## config.mk

```make
export PLATFORM = sky130hd
export DESIGN_NAME = taylor_series_sin_cos_exp_core
export DESIGN_NICKNAME = d
export VERILOG_FILES = /design/src/tsce_pkg.sv /design/src/tsce_divider.sv /design/src/tsce_datapath.sv /design/src/tsce_sequencer.sv /design/src/taylor_series_sin_cos_exp_core.sv
export SDC_FILE = /design/constraint.sdc
export NUM_CORES = 2
export LEC_CHECK = 0
export ABC_CLOCK_PERIOD_IN_PS = 19600
export BUFFER_PORTS_ARGS = -buffer_cell sky130_fd_sc_hd__buf_2
export CAP_MARGIN = 20
export CELL_PAD_IN_SITES_DETAIL_PLACEMENT = 1
export CELL_PAD_IN_SITES_GLOBAL_PLACEMENT = 1
export CORE_MARGIN = 5
export CORE_UTILIZATION = 46
export CTS_CLUSTER_SIZE = 16
export DETAILED_ROUTE_END_ITERATION = 7
export PLACE_DENSITY = 0.77
export SLEW_MARGIN = 10
export SYNTH_ARGS = -nofsm -noshare
export SYNTH_HDL_FRONTEND = slang
export SYNTH_SLANG_ARGS = --single-unit
```

## constraint.sdc

```tcl
create_clock -name clock -period 19.6 [get_ports clock]
set_clock_uncertainty 0.1 [all_clocks]
set_input_delay 3.92 -clock clock [delete_from_list [all_inputs] [get_ports clock]]
set_output_delay 3.92 -clock clock [all_outputs]
set_load 0.01 [all_outputs]
```

## src/tsce_pkg.sv

```systemverilog
// Shared types, constants and the microcode program of the Taylor series core.
// Has no dependencies; every other file of the core imports it.
package tsce_pkg;

   // Number format and series limits.
   localparam int FRAC_BITS = 28;
   localparam int MAX_TERMS = 64;
   localparam int X_W       = 32;
   localparam int SUM_W     = 48;
   localparam int MAG_W     = 47;
   localparam int IDX_W     = 7;
   localparam int PROD_W    = 64;

   // Divider geometry: a 48-bit dividend, a 12-bit divisor, four quotient bits a cycle.
   localparam int DIVIDEND_W     = 48;
   localparam int DIVISOR_W      = 12;
   localparam int DIV_RADIX_BITS = 4;
   localparam int DIV_STEPS      = DIVIDEND_W / DIV_RADIX_BITS;
   localparam int DIV_CNT_W      = $clog2(DIV_STEPS);

   // 2 pi in Q32, rounded to FRAC_BITS fraction bits.
   localparam longint unsigned TWO_PI_Q32 = 64'd26986075409;
   localparam longint unsigned TWO_PI_FULL =
      (((TWO_PI_Q32 << 1) >> (32 - FRAC_BITS)) + 64'd1) >> 1;
   localparam logic [X_W-1:0] TWO_PI = X_W'(TWO_PI_FULL);

   localparam logic [MAG_W-1:0]  MAG_MAX    = {MAG_W{1'b1}};
   localparam logic [MAG_W-1:0]  ONE_Q      = MAG_W'(1) << FRAC_BITS;
   localparam logic [PROD_W+15:0] ROUND_HALF = (PROD_W+16)'(1) << (FRAC_BITS - 1);

   // Function select codes.
   localparam logic [1:0] FUNC_SIN = 2'd0;
   localparam logic [1:0] FUNC_COS = 2'd1;
   localparam logic [1:0] FUNC_EXP = 2'd2;
   localparam logic [1:0] FUNC_BAD = 2'd3;

   // Datapath operations that one control word can issue.
   typedef enum logic [3:0] {
      OP_IDLE,
      OP_NOP,
      OP_ACCUM,
      OP_MUL_LO,
      OP_MUL_HI,
      OP_MUL_FIN,
      OP_DIV_INIT,
      OP_DIV_STEP,
      OP_DIV_FIN
   } dp_op_type;

   // Jump conditions.
   typedef enum logic [2:0] {
      COND_NEVER,
      COND_ALWAYS,
      COND_NO_START,
      COND_BAD_TYPE,
      COND_LAST,
      COND_EXP,
      COND_DIV_MORE
   } cond_type;

   typedef logic [3:0] upc_type;

   typedef struct packed {
      dp_op_type op;
      cond_type  cond;
      upc_type   target;
   } ucode_word_type;

   typedef struct packed {
      logic bad_type;
      logic last;
      logic is_exp;
      logic div_more;
   } dp_status_type;

   typedef struct packed {
      logic init;
      logic step;
   } div_ctrl_type;

   // Program addresses.
   localparam upc_type STEP_IDLE     = 4'd0;
   localparam upc_type STEP_CHECK    = 4'd1;
   localparam upc_type STEP_ACCUM    = 4'd2;
   localparam upc_type STEP_MUL1_LO  = 4'd3;
   localparam upc_type STEP_MUL1_HI  = 4'd4;
   localparam upc_type STEP_MUL1_FIN = 4'd5;
   localparam upc_type STEP_MUL2_LO  = 4'd6;
   localparam upc_type STEP_MUL2_HI  = 4'd7;
   localparam upc_type STEP_MUL2_FIN = 4'd8;
   localparam upc_type STEP_DIV_INIT = 4'd9;
   localparam upc_type STEP_DIV_LOOP = 4'd10;
   localparam upc_type STEP_DIV_FIN  = 4'd11;

   // The microcode program. A taken condition loads target, otherwise the
   // step counter advances by one.
   function automatic ucode_word_type ucode_rom(input upc_type addr);
      ucode_word_type w;
      w = '{op: OP_NOP, cond: COND_ALWAYS, target: STEP_IDLE};
      unique case (addr)
         STEP_IDLE:     w = '{op: OP_IDLE,     cond: COND_NO_START, target: STEP_IDLE};
         STEP_CHECK:    w = '{op: OP_NOP,      cond: COND_BAD_TYPE, target: STEP_IDLE};
         STEP_ACCUM:    w = '{op: OP_ACCUM,    cond: COND_LAST,     target: STEP_IDLE};
         STEP_MUL1_LO:  w = '{op: OP_MUL_LO,   cond: COND_NEVER,    target: STEP_IDLE};
         STEP_MUL1_HI:  w = '{op: OP_MUL_HI,   cond: COND_NEVER,    target: STEP_IDLE};
         STEP_MUL1_FIN: w = '{op: OP_MUL_FIN,  cond: COND_EXP,      target: STEP_DIV_INIT};
         STEP_MUL2_LO:  w = '{op: OP_MUL_LO,   cond: COND_NEVER,    target: STEP_IDLE};
         STEP_MUL2_HI:  w = '{op: OP_MUL_HI,   cond: COND_NEVER,    target: STEP_IDLE};
         STEP_MUL2_FIN: w = '{op: OP_MUL_FIN,  cond: COND_NEVER,    target: STEP_IDLE};
         STEP_DIV_INIT: w = '{op: OP_DIV_INIT, cond: COND_NEVER,    target: STEP_IDLE};
         STEP_DIV_LOOP: w = '{op: OP_DIV_STEP, cond: COND_DIV_MORE, target: STEP_DIV_LOOP};
         STEP_DIV_FIN:  w = '{op: OP_DIV_FIN,  cond: COND_ALWAYS,   target: STEP_ACCUM};
         default:       w = '{op: OP_NOP,      cond: COND_ALWAYS,   target: STEP_IDLE};
      endcase
      return w;
   endfunction

endpackage

```

## src/tsce_divider.sv

```systemverilog
// Iterative restoring divider, four quotient bits per cycle, for the term update.
// Depends on tsce_pkg.
module tsce_divider (
   input  logic                              clock,
   input  logic                              reset,
   input  tsce_pkg::div_ctrl_type            ctrl,
   input  logic [tsce_pkg::DIVIDEND_W-1:0]   dividend,
   input  logic [tsce_pkg::DIVISOR_W-1:0]    divisor,
   output logic [tsce_pkg::DIVIDEND_W-1:0]   quotient,
   output logic                              more
);
   import tsce_pkg::*;

   logic [DIVISOR_W-1:0]  rem_ff, rem_in;
   logic [DIVIDEND_W-1:0] quo_ff, quo_in;
   logic [DIVISOR_W-1:0]  dvs_ff, dvs_in;
   logic [DIV_CNT_W-1:0]  cnt_ff, cnt_in;

   logic [DIVISOR_W-1:0]  rem_v;
   logic [DIVIDEND_W-1:0] quo_v;
   logic [DIVISOR_W:0]    trial_v;

   // Four restoring steps; the dividend shifts out of the top of quo while
   // quotient bits shift in at the bottom.
   always_comb begin
      rem_v   = rem_ff;
      quo_v   = quo_ff;
      trial_v = '0;
      for (int j = 0; j < DIV_RADIX_BITS; j++) begin
         trial_v = {rem_v, quo_v[DIVIDEND_W-1]};
         quo_v   = {quo_v[DIVIDEND_W-2:0], 1'b0};
         if (trial_v >= {1'b0, dvs_ff}) begin
            trial_v  = trial_v - {1'b0, dvs_ff};
            quo_v[0] = 1'b1;
         end
         rem_v = trial_v[DIVISOR_W-1:0];
      end
   end

   // Next values.
   always_comb begin
      rem_in = rem_ff;
      quo_in = quo_ff;
      dvs_in = dvs_ff;
      cnt_in = cnt_ff;
      if (ctrl.init) begin
         rem_in = '0;
         quo_in = dividend;
         dvs_in = divisor;
         cnt_in = '0;
      end else if (ctrl.step) begin
         rem_in = rem_v;
         quo_in = quo_v;
         cnt_in = cnt_ff + DIV_CNT_W'(1);
      end
   end

   always_ff @(posedge clock) begin
      if (reset) begin
         cnt_ff <= '0;
      end else begin
         cnt_ff <= cnt_in;
      end
      rem_ff <= rem_in;
      quo_ff <= quo_in;
      dvs_ff <= dvs_in;
   end

   assign quotient = quo_ff;
   assign more     = (cnt_ff != DIV_CNT_W'(DIV_STEPS - 1));

endmodule

```

## src/tsce_datapath.sv

```systemverilog
// Datapath of the Taylor series core: argument fold, shared multiplier, divider,
// saturating accumulator and result registers. Depends on tsce_pkg and tsce_divider.
module tsce_datapath (
   input  logic                          clock,
   input  logic                          reset,
   input  tsce_pkg::dp_op_type           op,
   input  logic                          start,
   input  logic [1:0]                    req_type,
   input  logic [tsce_pkg::X_W-1:0]      req_x_value,
   input  logic [tsce_pkg::IDX_W-1:0]    num_terms,
   output tsce_pkg::dp_status_type       status,
   output logic                          rsp_valid,
   output logic [tsce_pkg::SUM_W-1:0]    rsp_partial_sum,
   output logic [tsce_pkg::IDX_W-1:0]    rsp_term_index,
   output logic                          rsp_last
);
   import tsce_pkg::*;

   logic [1:0]        type_ff, type_in;
   logic              xneg_ff, xneg_in;
   logic [X_W-1:0]    ax_ff, ax_in;
   logic [IDX_W-1:0]  n_ff, n_in;
   logic [IDX_W-1:0]  idx_ff, idx_in;
   logic [MAG_W-1:0]  mag_ff, mag_in;
   logic              neg_ff, neg_in;
   logic [SUM_W-1:0]  sum_ff, sum_in;
   logic [PROD_W-1:0] prod_lo_ff, prod_lo_in;
   logic [MAG_W-1:0]  prod_hi_ff, prod_hi_in;
   logic              rsp_valid_ff, rsp_valid_in;
   logic [SUM_W-1:0]  rsp_sum_ff, rsp_sum_in;
   logic [IDX_W-1:0]  rsp_idx_ff, rsp_idx_in;
   logic              rsp_last_ff, rsp_last_in;

   logic [X_W-1:0]        ax_abs;
   logic [X_W-1:0]        ax_fold;
   logic [IDX_W-1:0]      n_clamp;
   logic                  is_exp;
   logic [IDX_W-1:0]      step_size;
   logic                  is_last;
   logic [X_W-1:0]        mul_a;
   logic [PROD_W-1:0]     mul_p;
   logic [PROD_W+15:0]    mul_total;
   logic [PROD_W+15:0]    mul_shift;
   logic [MAG_W-1:0]      mul_round;
   logic [SUM_W:0]        acc_wide;
   logic [SUM_W-1:0]      acc_sat;
   logic [IDX_W-1:0]      div_base;
   logic [2*IDX_W:0]      div_prod;
   logic [DIVISOR_W-1:0]  divisor;
   logic [DIVIDEND_W-1:0] dividend;
   logic [DIVIDEND_W-1:0] quotient;
   logic                  div_more;
   div_ctrl_type          div_ctrl;

   // Magnitude of the argument; sine and cosine fold it once into [0, 2pi].
   assign ax_abs  = req_x_value[X_W-1] ? (~req_x_value + X_W'(1)) : req_x_value;
   assign ax_fold = ((req_type == FUNC_SIN || req_type == FUNC_COS) && ax_abs > TWO_PI)
                    ? (ax_abs - TWO_PI) : ax_abs;

   // Highest index, held to the range one to MAX_TERMS.
   always_comb begin
      if (num_terms == '0) begin
         n_clamp = IDX_W'(1);
      end else if (num_terms > IDX_W'(MAX_TERMS)) begin
         n_clamp = IDX_W'(MAX_TERMS);
      end else begin
         n_clamp = num_terms;
      end
   end

   assign is_exp    = (type_ff == FUNC_EXP);
   assign step_size = is_exp ? IDX_W'(1) : IDX_W'(2);
   assign is_last   = ({1'b0, idx_ff} + {1'b0, step_size}) > {1'b0, n_ff};

   // Shared multiplier: low 32 bits of the term, then its high bits, times |x|.
   assign mul_a = (op == OP_MUL_HI) ? X_W'(mag_ff[MAG_W-1:32]) : mag_ff[31:0];
   assign mul_p = mul_a * ax_ff;

   // Recombine the partial products, round half up and clamp the magnitude.
   assign mul_total = {1'b0, prod_hi_ff, 32'b0} + {16'b0, prod_lo_ff} + ROUND_HALF;
   assign mul_shift = mul_total >> FRAC_BITS;
   assign mul_round = (mul_shift > (PROD_W+16)'(MAG_MAX)) ? MAG_MAX : mul_shift[MAG_W-1:0];

   // Signed accumulate with saturation to the 48-bit range.
   assign acc_wide = {sum_ff[SUM_W-1], sum_ff} +
                     (neg_ff ? -{2'b00, mag_ff} : {2'b00, mag_ff});
   always_comb begin
      if (acc_wide[SUM_W:SUM_W-1] == 2'b01) begin
         acc_sat = {1'b0, {(SUM_W-1){1'b1}}};
      end else if (acc_wide[SUM_W:SUM_W-1] == 2'b10) begin
         acc_sat = {1'b1, {(SUM_W-1){1'b0}}};
      end else begin
         acc_sat = acc_wide[SUM_W-1:0];
      end
   end

   // Divisor of the new index k: k-1 for the exponential, (k-1)k for sine, (k-2)(k-1) for cosine.
   assign div_base = idx_ff - ((type_ff == FUNC_COS) ? IDX_W'(2) : IDX_W'(1));
   assign div_prod = div_base * ({1'b0, div_base} + (IDX_W+1)'(1));
   assign divisor  = is_exp ? DIVISOR_W'(div_base) : div_prod[DIVISOR_W-1:0];
   assign dividend = {1'b0, mag_ff} + DIVIDEND_W'(divisor >> 1);

   tsce_divider u_divider (
      .clock    (clock),
      .reset    (reset),
      .ctrl     (div_ctrl),
      .dividend (dividend),
      .divisor  (divisor),
      .quotient (quotient),
      .more     (div_more)
   );

   // Operation decode.
   always_comb begin
      type_in      = type_ff;
      xneg_in      = xneg_ff;
      ax_in        = ax_ff;
      n_in         = n_ff;
      idx_in       = idx_ff;
      mag_in       = mag_ff;
      neg_in       = neg_ff;
      sum_in       = sum_ff;
      prod_lo_in   = prod_lo_ff;
      prod_hi_in   = prod_hi_ff;
      rsp_valid_in = 1'b0;
      rsp_sum_in   = rsp_sum_ff;
      rsp_idx_in   = rsp_idx_ff;
      rsp_last_in  = rsp_last_ff;
      div_ctrl     = '0;
      unique case (op)
         OP_IDLE: begin
            if (start) begin
               type_in = req_type;
               xneg_in = req_x_value[X_W-1];
               ax_in   = ax_fold;
               n_in    = n_clamp;
               idx_in  = IDX_W'(1);
               mag_in  = (req_type == FUNC_SIN) ? MAG_W'(ax_fold) : ONE_Q;
               neg_in  = (req_type == FUNC_SIN) ? req_x_value[X_W-1] : 1'b0;
               sum_in  = '0;
            end
         end
         OP_NOP: begin
         end
         OP_ACCUM: begin
            sum_in       = acc_sat;
            rsp_valid_in = 1'b1;
            rsp_sum_in   = acc_sat;
            rsp_idx_in   = idx_ff;
            rsp_last_in  = is_last;
            idx_in       = idx_ff + step_size;
         end
         OP_MUL_LO: begin
            prod_lo_in = mul_p;
         end
         OP_MUL_HI: begin
            prod_hi_in = mul_p[MAG_W-1:0];
         end
         OP_MUL_FIN: begin
            mag_in = mul_round;
         end
         OP_DIV_INIT: begin
            div_ctrl.init = 1'b1;
            neg_in        = is_exp ? (neg_ff ^ xneg_ff) : ~neg_ff;
         end
         OP_DIV_STEP: begin
            div_ctrl.step = 1'b1;
         end
         OP_DIV_FIN: begin
            mag_in = quotient[MAG_W-1:0];
         end
         default: begin
         end
      endcase
   end

   always_ff @(posedge clock) begin
      if (reset) begin
         rsp_valid_ff <= 1'b0;
      end else begin
         rsp_valid_ff <= rsp_valid_in;
      end
      type_ff     <= type_in;
      xneg_ff     <= xneg_in;
      ax_ff       <= ax_in;
      n_ff        <= n_in;
      idx_ff      <= idx_in;
      mag_ff      <= mag_in;
      neg_ff      <= neg_in;
      sum_ff      <= sum_in;
      prod_lo_ff  <= prod_lo_in;
      prod_hi_ff  <= prod_hi_in;
      rsp_sum_ff  <= rsp_sum_in;
      rsp_idx_ff  <= rsp_idx_in;
      rsp_last_ff <= rsp_last_in;
   end

   // Status for the sequencer's jump conditions.
   assign status.bad_type = (type_ff == FUNC_BAD);
   assign status.last     = is_last;
   assign status.is_exp   = is_exp;
   assign status.div_more = div_more;

   assign rsp_valid       = rsp_valid_ff;
   assign rsp_partial_sum = rsp_sum_ff;
   assign rsp_term_index  = rsp_idx_ff;
   assign rsp_last        = rsp_last_ff;

endmodule

```

## src/tsce_sequencer.sv

```systemverilog
// Microcode sequencer: step counter, program table lookup and conditional jumps.
// Depends on tsce_pkg.
module tsce_sequencer (
   input  logic                       clock,
   input  logic                       reset,
   input  logic                       start,
   input  tsce_pkg::dp_status_type    status,
   output tsce_pkg::dp_op_type        op,
   output logic                       busy
);
   import tsce_pkg::*;

   upc_type        upc_ff, upc_in;
   ucode_word_type word;
   logic           taken;

   assign word = ucode_rom(upc_ff);

   // Evaluate the jump condition of the current control word.
   always_comb begin
      unique case (word.cond)
         COND_NEVER:    taken = 1'b0;
         COND_ALWAYS:   taken = 1'b1;
         COND_NO_START: taken = ~start;
         COND_BAD_TYPE: taken = status.bad_type;
         COND_LAST:     taken = status.last;
         COND_EXP:      taken = status.is_exp;
         COND_DIV_MORE: taken = status.div_more;
         default:       taken = 1'b1;
      endcase
   end

   assign upc_in = taken ? word.target : (upc_ff + upc_type'(1));

   always_ff @(posedge clock) begin
      if (reset) begin
         upc_ff <= STEP_IDLE;
      end else begin
         upc_ff <= upc_in;
      end
   end

   assign op   = word.op;
   assign busy = (upc_ff != STEP_IDLE);

endmodule

```

## src/taylor_series_sin_cos_exp_core.sv

```systemverilog
// Top level of the Taylor series core: num_terms register, sequencer and datapath.
// Depends on tsce_pkg, tsce_sequencer and tsce_datapath.
//
// Evaluates sine, cosine or exponential of a Q3.28 argument by summing the Taylor
// series and emits every partial sum as one beat on rsp_*, the last one marked by
// rsp_last. An argument is taken when start is high and busy low. Each beat is on
// the ports for exactly one cycle with rsp_valid high; the receiver cannot stall.
// The first beat leaves after the check and accumulate steps. Each further beat
// follows a term update: the term is multiplied by |x| twice for sine and cosine
// and once for the exponential, divided, and then accumulated. An argument gives
// ceil(n/2) beats for sine and cosine and n for the exponential, n the clamped
// num_terms. The divider makes four quotient bits a cycle, and the one 32x32
// multiplier is used twice per multiplication. busy is low again in the cycle of
// the last beat. A selector of 3 is taken and gives no beat. num_terms must be
// written only while busy is low; the block itself does not enforce this.
module taylor_series_sin_cos_exp_core (
   input  logic                          clock,
   input  logic                          reset,
   input  logic                          start,
   output logic                          busy,
   input  logic [1:0]                    req_type,
   input  logic [tsce_pkg::X_W-1:0]      req_x_value,
   output logic                          rsp_valid,
   output logic [tsce_pkg::SUM_W-1:0]    rsp_partial_sum,
   output logic [tsce_pkg::IDX_W-1:0]    rsp_term_index,
   output logic                          rsp_last,
   input  logic                          csr_write_en,
   input  logic [tsce_pkg::IDX_W-1:0]    csr_write_data
);
   import tsce_pkg::*;

   localparam logic [IDX_W-1:0] NUM_TERMS_RESET = IDX_W'(10);

   logic [IDX_W-1:0] num_terms_ff, num_terms_in;
   dp_op_type        op;
   dp_status_type    status;

   // Configuration register.
   assign num_terms_in = csr_write_en ? csr_write_data : num_terms_ff;

   always_ff @(posedge clock) begin
      if (reset) begin
         num_terms_ff <= NUM_TERMS_RESET;
      end else begin
         num_terms_ff <= num_terms_in;
      end
   end

   tsce_sequencer u_sequencer (
      .clock  (clock),
      .reset  (reset),
      .start  (start),
      .status (status),
      .op     (op),
      .busy   (busy)
   );

   tsce_datapath u_datapath (
      .clock           (clock),
      .reset           (reset),
      .op              (op),
      .start           (start),
      .req_type        (req_type),
      .req_x_value     (req_x_value),
      .num_terms       (num_terms_ff),
      .status          (status),
      .rsp_valid       (rsp_valid),
      .rsp_partial_sum (rsp_partial_sum),
      .rsp_term_index  (rsp_term_index),
      .rsp_last        (rsp_last)
   );

   // The last beat of an argument frees the block in the same cycle.
   a_last_frees: assert property (@(posedge clock) disable iff (reset)
      rsp_valid && rsp_last |-> !busy)
      else $error("busy still high on the last beat");

   // A beat that is not the last leaves the block working.
   a_more_busy: assert property (@(posedge clock) disable iff (reset)
      rsp_valid && !rsp_last |-> busy)
      else $error("block idle before the last beat");

   // Beats are spaced by the term update and never come back to back.
   a_spaced: assert property (@(posedge clock) disable iff (reset)
      rsp_valid |=> !rsp_valid)
      else $error("beats in adjacent cycles");

   // Series indices start at one.
   a_index: assert property (@(posedge clock) disable iff (reset)
      rsp_valid |-> rsp_term_index != '0)
      else $error("beat with index zero");

endmodule

```

==> results.toml <==
[logic_synthesis]
synth_top_family_by_area = "adder cells"
async_flop_share_pct = 0
yosysUniqueCellTypes = 96
synth-xor-area-share_pct = 5.02
synthAdderAreaFrac_pct = 40.0
ys.warnings.count = 0
synth_sequential_area_ratio_pct = 18.3
muxShareOfSynthArea_pct = 0.883
netlist_instances = 6672
synth-compound-area-share_pct = 9.89
synth_area_leaders = "fa_1, edfxtp_1, ha_1, inv_1, nand2_1"
ys.flop_type = "edfxtp_1"
synth_area_leader_cell = "fa_1"
synth.ff_latch_count = 383
synth-edff-count = 345
syn_nets = 8100
synth.avg_cell_area_um2 = 9.13
yosys-top-cells-count = "inv_1, fa_1, nand2_1"
yosysMostFrequentCell = "inv_1"
synth_top_area_share_pct = 30.6
syn-cell-area_um2 = 60900
yosys.area_share.simple_pct = 17.0

[setup_path]
slowest_delay_ns = 0.97
cp_slowest_cell = "mux2_2"
worstPathArrival_ns = 11.03
cpMostUsedCell = "fa_1"
critPathKind = "reg2reg"
worstSetupStartpointType = "flip-flop"
crit_path_max_fanout = 52
cp-end-kind = "flip-flop"
worstPathRequired_ns = 19.82

[die]
die_area_um2 = 140000
initial_core_util_pct = 46.3
io_pins = 103
row_count = 133
die_y_um = 374
die_w_um = 374
coreArea_um2 = 132000

[final_layout]
drive_gt1_share_pct = 5.54
synthToLayoutAreaGrowth_pct = 5.72
finalNetCount = 7986
utilization_pct = 48.9

[sta]
fin_crit_sh_pct = 55.2
relSlewSlack_pct = 33.1
rsz0062_at_grt = "false"
fin_setup_tns_ns = 0
fmax_ghz = 0.0925
slew_viol_final = 0
worstMarginPinSlew_ns = 1.00
setup_viol = 0
hold_viol = 0
min_period_ns = 10.81

[global_route]
grt_max_degree = 94
grtUsageTotal_pct = 28.6
grt_pass1_vias = 53300
grt_first_pass_wirelength_mm = 314
grt_overflow = 0
antenna_found_initial = 6

[routing]
wl_per_cell_um = 24.0
firstDrtPassIters = 5
m1WireLength_mm = 84.0
antenna_left = 0
wl_met3_mm = 12.0
num_vias = 48400
drt_iter0_markers = 3572
wirelength_mm = 200
met2_length_mm = 95.8
highest_layer = "met5"
viasPerCell = 5.79
drc = 0

[clock_network]
cts_max_level = 2
clk_pin_slew_worst_paths_ns = 0.07
clock_sink_count = 383
hold_buffers = 0
ctsResizeCount = 0
post-cts-setup-buffer-count = 0
tritoncts = "done"
insertion_delay_ns = 0.60
cts_buffers = 43
clockBufferDepth = 3
cts_root_buffer = "clkbuf_16"

[job]
drv_cap = 0

[placed_design]
place_congestion = 0.914
portBuffers = 102
dp_hpwl_mm = 153

[min_path]
hold_class = "reg2reg"

[outcome]
status = "finished clean"
layout by cell type (no fill, tap or decap), types with 38 or more instances in the layout:
master | Yosys | layout
a21o_1 | 113 | 113
nor2b_1 | 58 | 42
o21bai_1 | 38 | 38
buf_4 | 2 | 86
o21ai_0 | 201 | 199
buf_2 | 8 | 103
inv_1 | 1084 | 1082
xor2_1 | 107 | 107
dfxtp_1 | 38 | 38
nand3_1 | 88 | 88
a21oi_1 | 263 | 263
xnor2_1 | 242 | 242
fa_1 | 931 | 931
nand2b_1 | 46 | 46
nand2_1 | 927 | 924
nor2_1 | 285 | 282
and2_1 | 438 | 437
nand4_1 | 56 | 56
edfxtp_1 | 345 | 345
ha_1 | 452 | 452
nor3_1 | 60 | 59
clkbuf_16 | 0 | 44
routing by layer:
metal / GRT usage [%] / up-vias
li1: - / 21100
met1: 37.9 / 25300
met2: 47.9 / 1536
met3: 4.05 / 418
met4: 10.5 / 4
met5: 0 / -
final timing paths:
path / from / depth (start not counted) / endpoint / slack (ns)
worst max register to register: u_sequencer.word[9] / 28 / u_datapath.prod_lo_ff[62] / 8.79
worst min-delay path: u_datapath.u_divider.cnt_ff[1] / 2 / u_datapath.u_divider.cnt_ff[1] / 0.39
worst max-delay path: u_sequencer.word[9] / 28 / u_datapath.prod_lo_ff[62] / 8.79
worst min register to register: u_datapath.u_divider.cnt_ff[1] / 2 / u_datapath.u_divider.cnt_ff[1] / 0.39
cell families after synthesis:
family	Yosys count
flops	383
buf+inv	1438
simple gates	2133
fa+ha+maj	1394
xor+xnor	349
mux	50
compound gates	925
registers in the layout (all words and copies together), names as in the netlist, 4 cells and up:
register	flops
num_terms_ff	7
u_datapath.ax_ff	32
u_datapath.idx_ff	7
u_datapath.mag_ff	47
u_datapath.n_ff	7
u_datapath.prod_hi_ff	47
u_datapath.prod_lo_ff	37
u_datapath.rsp_partial_sum	48
u_datapath.rsp_term_index	7
u_datapath.sum_ff	48
u_datapath.u_divider.cnt_ff	4
u_datapath.u_divider.dvs_ff	12
u_datapath.u_divider.quotient	48
u_datapath.u_divider.rem_ff	12
u_sequencer.upc_ff	4
u_sequencer.word	10
metrics by stage:
stage          instances  instance area (um2)  worst slack [ns]  hold slack (ns)
3_5_place_dp        8268                63100              8.65            0.379
5_1_grt             8344                64400              8.11            0.408
3_3_place_gp        8266                63000              9.19            0.362
4_1_cts             8344                64400              8.61            0.388
6_report            8348                64400              8.79            0.386
2_1_floorplan       6672                60900              9.60            0.324
cell type report:
| cell class | count | area (um2) |
|---|---|---|
| Antenna cell | 4 | 10.0 |
| Clock buffer | 51 | 1140 |
| Clock inverter | 25 | 203 |
| Fill cell | 15100 | 67200 |
| Inverter | 1089 | 4090 |
| Multi-Input combinational cell | 4851 | 44500 |
| Sequential cell | 383 | 11100 |
| Tap cell | 1755 | 2200 |
| Timing Repair Buffer | 190 | 1180 |
critical path: cells and delay by family (launching register included):
family,cells,cell delay [ns]
AO/OA/AOI/OAI,7,2.17
AND/OR/NAND/NOR,5,1.32
XOR/XNOR,1,0.09
flip-flops,1,0.36
adder cells (fa/ha/maj),9,4.49
buffers and inverters,5,0.97
multiplexers,1,0.97
Power is left out: the tool's default activity adds up to more than one toggle a clock period on the data nets, which glitch-free logic cannot reach.
